--- src/design/elam_pkg.sv ---
// Shared types and constants for the edge list to adjacency matrix block.
`default_nettype none

package elam_pkg;

  localparam int LABEL_W = 32;
  localparam int IDX_W   = 6;
  localparam int CNT_W   = 7;
  localparam int ROW_W   = 64;
  localparam int DEPTH   = 64;

  typedef struct packed {
    logic signed [LABEL_W-1:0] from_label;
    logic signed [LABEL_W-1:0] to_label;
    logic                      last_edge;
  } edge_req_t;

  typedef struct packed {
    logic [IDX_W-1:0] row_index;
    logic [ROW_W-1:0] row_bits;
    logic [CNT_W-1:0] vertex_total;
    logic             overflow_flag;
    logic             last_row;
  } row_req_t;

  typedef struct packed {
    logic             done;
    logic             from_found;
    logic [IDX_W-1:0] from_idx;
    logic             to_found;
    logic [IDX_W-1:0] to_idx;
  } lookup_res_t;

  typedef struct packed {
    logic             wr_en;
    logic [IDX_W-1:0] wr_addr;
    logic [LABEL_W-1:0] wr_data;
  } label_wr_t;

  typedef enum logic [3:0] {
    ST_IDLE,
    ST_SCAN,
    ST_ASSIGN,
    ST_WRITE_B,
    ST_RD_U,
    ST_WR_U,
    ST_RD_V,
    ST_WR_V,
    ST_END,
    ST_EMIT_RD,
    ST_EMIT_LD
  } state_t;

endpackage

`default_nettype wire

--- src/design/elam_lookup.sv ---
// Label memory and the sequential scan that maps both labels of an edge to indices.
`default_nettype none

module elam_lookup (
  input  wire                            clk,
  input  wire                            rst,
  input  wire                            start,
  input  wire [elam_pkg::LABEL_W-1:0]    from_label,
  input  wire [elam_pkg::LABEL_W-1:0]    to_label,
  input  wire [elam_pkg::CNT_W-1:0]      count,
  input  elam_pkg::label_wr_t            wr,
  output elam_pkg::lookup_res_t          res
);
  import elam_pkg::*;

  logic [LABEL_W-1:0] label_mem [DEPTH];
  logic [LABEL_W-1:0] rdata;
  logic [IDX_W-1:0]   raddr;

  logic               busy;
  logic [CNT_W-1:0]   cnt;
  logic               pend;
  logic [IDX_W-1:0]   pend_idx;
  logic               fu;
  logic [IDX_W-1:0]   ui;
  logic               fv;
  logic [IDX_W-1:0]   vi;
  logic               more;
  logic               done;

  assign raddr = cnt[IDX_W-1:0];
  assign more  = cnt < count;
  assign done  = busy && !pend && !more;

  always_ff @(posedge clk) begin
    if (wr.wr_en) begin
      label_mem[wr.wr_addr] <= wr.wr_data;
    end
    rdata <= label_mem[raddr];
  end

  always_ff @(posedge clk) begin
    if (rst) begin
      busy <= 1'b0;
      pend <= 1'b0;
      cnt  <= '0;
    end else if (start) begin
      busy <= 1'b1;
      pend <= 1'b0;
      cnt  <= '0;
    end else if (busy) begin
      pend <= more;
      if (more) begin
        cnt <= cnt + CNT_W'(1);
      end
      if (done) begin
        busy <= 1'b0;
      end
    end
  end

  always_ff @(posedge clk) begin
    pend_idx <= raddr;
    if (start) begin
      fu <= 1'b0;
      fv <= 1'b0;
      ui <= '0;
      vi <= '0;
    end else if (busy && pend) begin
      if (!fu && rdata == from_label) begin
        fu <= 1'b1;
        ui <= pend_idx;
      end
      if (!fv && rdata == to_label) begin
        fv <= 1'b1;
        vi <= pend_idx;
      end
    end
  end

  assign res.done       = done;
  assign res.from_found = fu;
  assign res.from_idx   = ui;
  assign res.to_found   = fv;
  assign res.to_idx     = vi;

endmodule

`default_nettype wire

--- config.mk ---
export PLATFORM = sky130hd
export DESIGN_NAME = elam_lookup
export DESIGN_NICKNAME = d
export VERILOG_FILES = /design/src/design/elam_pkg.sv /design/src/design/elam_lookup.sv
export SDC_FILE = /design/constraint.sdc
export NUM_CORES = 2
export LEC_CHECK = 0
export BUFFER_PORTS_ARGS = -buffer_cell sky130_fd_sc_hd__buf_4
export CORE_MARGIN = 2
export CORE_UTILIZATION = 45
export CTS_CLUSTER_SIZE = 16
export DETAILED_ROUTE_END_ITERATION = 8
export GPL_TIMING_DRIVEN = 0
export MAX_ROUTING_LAYER = met4
export PLACE_DENSITY = 0.7
export REMOVE_ABC_BUFFERS = 1
export SLEW_MARGIN = 20
export SYNTH_ARGS = -nofsm -noshare
export SYNTH_HDL_FRONTEND = slang
export SYNTH_SLANG_ARGS = --single-unit
export TNS_END_PERCENT = 50
--- constraint.sdc ---
create_clock -name clk -period 3.4 [get_ports clk]
set_input_delay 0.17 -clock clk [delete_from_list [all_inputs] [get_ports clk]]
set_output_delay 0.17 -clock clk [all_outputs]
set_load 0.02 [all_outputs]
Yosys cells after proc, flatten, opt, wreduce, memory -nomap -nowiden. Memory sizes are Yosys's and may differ from the RTL's. A register that Yosys moved wholly into a read port is not among the register bits. Index checks and enable logic that the tools add are counted.

$lt $le $gt $ge: 1. Mux-type cells: 5. Equal/unequal tests: 2. $add $sub $neg: 1. Reductions and logical operators: 13.

Operator list (number): $eq 32x32->1 (2); $add 7x1->7 const B (1); $lt 7x7->1 (1); $reduce_and 2->1 (3); $logic_and 1x1->1 (5); $mux 1 (5); $logic_not 1->1 (4); $reduce_or 2->1 (1).

Bits of input ports: 113. Register bits: 29. Output and inout port bits: 15. Memory bits (writable): 2048. Logic and storage cells: 31. Memories kept: 1.

Memory list: label_mem (words 64, bits a word 32, rd ports 1, clocked after memory_dff 1, write ports 1, line elam_lookup.sv:16) `logic [LABEL_W-1:0] label_mem [DEPTH];`.

Logic depth before layout (Yosys ltp).
Depth in word-level cells: 6. Mapped depth: 11. Mapped depth without buffers: 8.

Least setup slack after synthesis. OpenSTA, ideal clock, no wires.

Kind: in2reg. Start: in wr[35] (netlist bit). End: mem label_mem[48][0] (enable). Cell stages on the path: 4. Path buffers: 1. Library setup time: 0.461 ns. Path slack: 0.070 ns. Arrival: 2.869 ns. Path through: clkbuf_1 -> nor2b_1 -> nand4b_1 -> nor3_1.

RTL lines: start: declaration (line elam_lookup.sv:11) `input elam_pkg::label_wr_t wr,`; end: declaration (line elam_lookup.sv:16).

No word-level cell before the write port.

==> reports/results.tsv <==
stage	metric	value	unit
run_status	violations	setup timing	
synth	synth_edf_count	2048	
timing	skew	45.2	ps
die	rows	155	
worst_setup_path	crit_path_max_incr_delay	620	ps
clocking	clkSinkCount	2109	
synth	syn-mean-instance-area	22.3	um^2
clocking	cts_root_buf	clkbuf_16	
die	core	178000	um^2
synth	netlist_instances	3605	
die	dieArea	182000	um^2
layout	drive_gt1_share	29.7	%
global_routing	grt_pass1_vias	40500	
worst_setup_path	r2r_start	cnt[0]	
synth	synthArstFlopShare	0	%
route	dr.pass1.iters	8	
route	drc	0	
route	drt-initial-drc-count	6041	
hold_path	worstHoldPathCells	7	
synth	synthFlopType	edfxtp_1	
worst_setup_path	r2r_end	rdata[15]	
route	wl_per_cell	32.4	um
timing	rsz0062_at_grt	true	
placed_design	port_buffers	127	
hold_path	hp-start	from_label[3]	
die	fp.dieH	427	um
pwr	peakVddDrop	0.554	mV
clocking	insertion_delay	830	ps
timing	slew_headroom	28.8	%
clocking	cts_buffers	198	
route	num_vias	40300	
pwr	power_density	551	nW/um^2
timing	postLayoutSetupSlackWorst	-41.9	ps
layout	postLayoutCoreUtil	53.6	%
synth	ys_seq_area_share	78.0	%
global_routing	grt_usage	23.8	%
timing	finalSetupViolCount	2	
timing	hold_viol_final	0	
hold_path	hold_path_end	fu	
placed_design	gp_congestion	0.886	
die	die_w	427	um
pwr	leakage	29.3	nW
flow_run	drv_cap	0	
synth	yosys_register_bits	2109	
hold_path	hold_class	in2reg	
worst_setup_path	crit_arrival	4070	ps
timing	fmax	291	MHz
worst_setup_path	r2r_slack	-40	ps
synth	synth_cell_types	56	
worst_setup_path	critical_path.most_common_cell	buf_16	
global_routing	antenna_found_initial	12	
worst_setup_path	r2r_cells	10	
worst_setup_path	cp.required	4030	ps
synth	netlist_area	80400	um^2
timing	finalCritPeriodShare	101	%
timing	drv_slew	0	
worst_setup_path	worst_setup_path_end_kind	flop	
worst_setup_path	crit_type	reg2reg	
route	vias_per_cell	6.21	
die	initial_utilization	45.2	%
run_status	status	finished, violations left	
worst_setup_path	start_kind	flop	
die	pin_count	128	
timing	whs	50.2	ps
worst_setup_path	path_cells	buf_16 > buf_16 > buf_16 > buf_16 > buf_16 > mux4_2 > nand2_1 > a21oi_1 > a2111oi_2 > nor3_1	
timing	fin_crit	3440	ps
layout	nets	4084	
timing	tightest_slew	1060	ps
clocking	cts_tree	built	
layout	fillers	13000	
clocking	clkTransAtPathRegs	60	ps
clocking	clock_path_buffers	3	
route	wirelength	210000	um
placed_design	pre_cts_slack	-1220	ps
worst_setup_path	cp_max_fo	19	
synth	ys_warn_count	0	
placed_design	hpwl	124000	um
global_routing	grt_max_degree	65	
worst_setup_path	path_delay_family	buffers and inverters	
route	drtAntennaViolNets	0	
clocking	htreeDepth	4	
worst_setup_path	cp_num_buf_inv	5	
global_routing	grt_pass1_wl	297000	um
worst_setup_path	cpMaxStageDelayCell	a2111oi_2	
global_routing	overflow	0	
layout	syn2layout_area_growth	18.7	%
-- routing by layer --
| layer | global-route usage (%) | share of wire [%] | vias up | wire, um |
|---|---|---|---|---|
| met5 | - | 0 | - | 0 |
| met4 | 11.1 | 5.4 | 0 | 11500 |
| met3 | 4.02 | 9.1 | 501 | 19200 |
| met2 | 37.5 | 49 | 2492 | 103000 |
| met1 | 30.4 | 37 | 21200 | 77100 |
| li1 | - | - | 16100 | - |
-- power by group --
part	leakage [nW]	switching [mW]	total, mW	internal (mW)
clock network	3.18	9.65	22.2	12.5
registers	18.9	0.0672	28.7	28.7
logic	7.16	0.990	1.65	0.665
-- timing repair --
action	CTS	global route
gates cloned	6	1
buffers inserted	6	0
gates resized for setup	49	10
hold buffers	42	0
endpoints found under the setup margin	33	13
hold endpoints to repair	2099	0
pin swaps	9	2
-- stage by stage --
step                instances  cell area (um^2)  setup TNS (ps)  power (mW)
global route             6488             95500           -83.3        53.8
global placement         5889             83300        -3968630        31.4
finish                   6490             95500           -66.7        52.6
detailed placement       6064             87900          -28550        30.8
CTS                      6481             95400           -34.0        52.7
floorplan                3407             79400         -832340        30.5
-- Yosys cell counts, drive strengths merged (28+ instances only) --
cell type  count  area, um^2
o21ai         28         140
buf          130         790
dfxtp         61        1220
mux2i        137        1370
a221oi        46         403
mux4         476       10700
xor2          56         490
a22o          53         464
a211oi        41         313
a22oi         30         225
nor2         113         424
o221ai        37         324
clkbuf        68         255
nand2         59         224
edfxtp      2048       61500
-- tightest hold or removal path, stage by stage --
cell and delay, ps:
buf_4 80, xor2_1 120, nor4_1 60, nand4_1 130, nor3_4 120, nor2_1 110, nor2_1 40
-- final cells by class --
cell class | count | area (um^2) | area share (%)
clock inverters | 131 | 1340 | 1.41
well taps | 2355 | 2950 | 3.09
diodes | 8 | 20.0 | 0.0210
repair buffers | 356 | 5760 | 6.04
inverters | 10 | 47.5 | 0.0498
multi-input cells | 1289 | 17400 | 18.3
flip-flops and latches | 2109 | 62700 | 65.7
clock buffers | 232 | 5150 | 5.40
-- cell families after synthesis --
group                      Yosys count  synth area share [%]
AOI/OAI and AO/OA                  325                  3.13
adders and majority gates            7                 0.109
buffers and inverters              208                  1.35
xor gates and xnor gates            66                 0.719
muxes                              621                  15.2
and+or+nand+nor                    269                  1.54
DFF                               2109                  78.0
-- cell usage in the layout (no fill, tap or decap), types with 19 or more instances in the layout --
cell type / count
a211oi_1: 20
a221oi_1: 45
a22o_1: 53
a22oi_1: 30
buf_12: 50
buf_16: 109
buf_4: 142
bufinv_16: 22
clkbuf_1: 28
clkbuf_16: 200
clkinv_1: 41
clkinv_2: 46
dfxtp_1: 55
dlygate4sd3_1: 42
edfxtp_1: 2048
mux2i_1: 137
mux4_2: 476
nand2_1: 57
nand3_1: 19
nor2_1: 47
nor2_4: 64
o221ai_1: 29
o22ai_1: 24
xor2_1: 56
-- worst max-delay path by stage --
stage	slack, ps	cells past startpoint	end	start
after CTS	-30	10	rdata[31]	cnt[0]
final	-40	10	rdata[15]	cnt[0]
after global placement	-39460	5	rdata[15]	cnt[0]
after global routing	-50	9	rdata[5]	cnt[0]
after floorplan	-21170	5	rdata[11]	cnt[0]
after detailed placement	-1220	9	rdata[24]	cnt[0]
-- flip-flops by register name (all words and copies together), names as in the netlist --
| name | count |
|---|---|
| label_mem | 2048 |
| rdata | 32 |
| cnt | 7 |
| pend_idx | 6 |
| ui | 6 |
| vi | 6 |
| busy | 1 |
| fu | 1 |
| fv | 1 |
| pend | 1 |
Power figures use the tool's default switching activity.
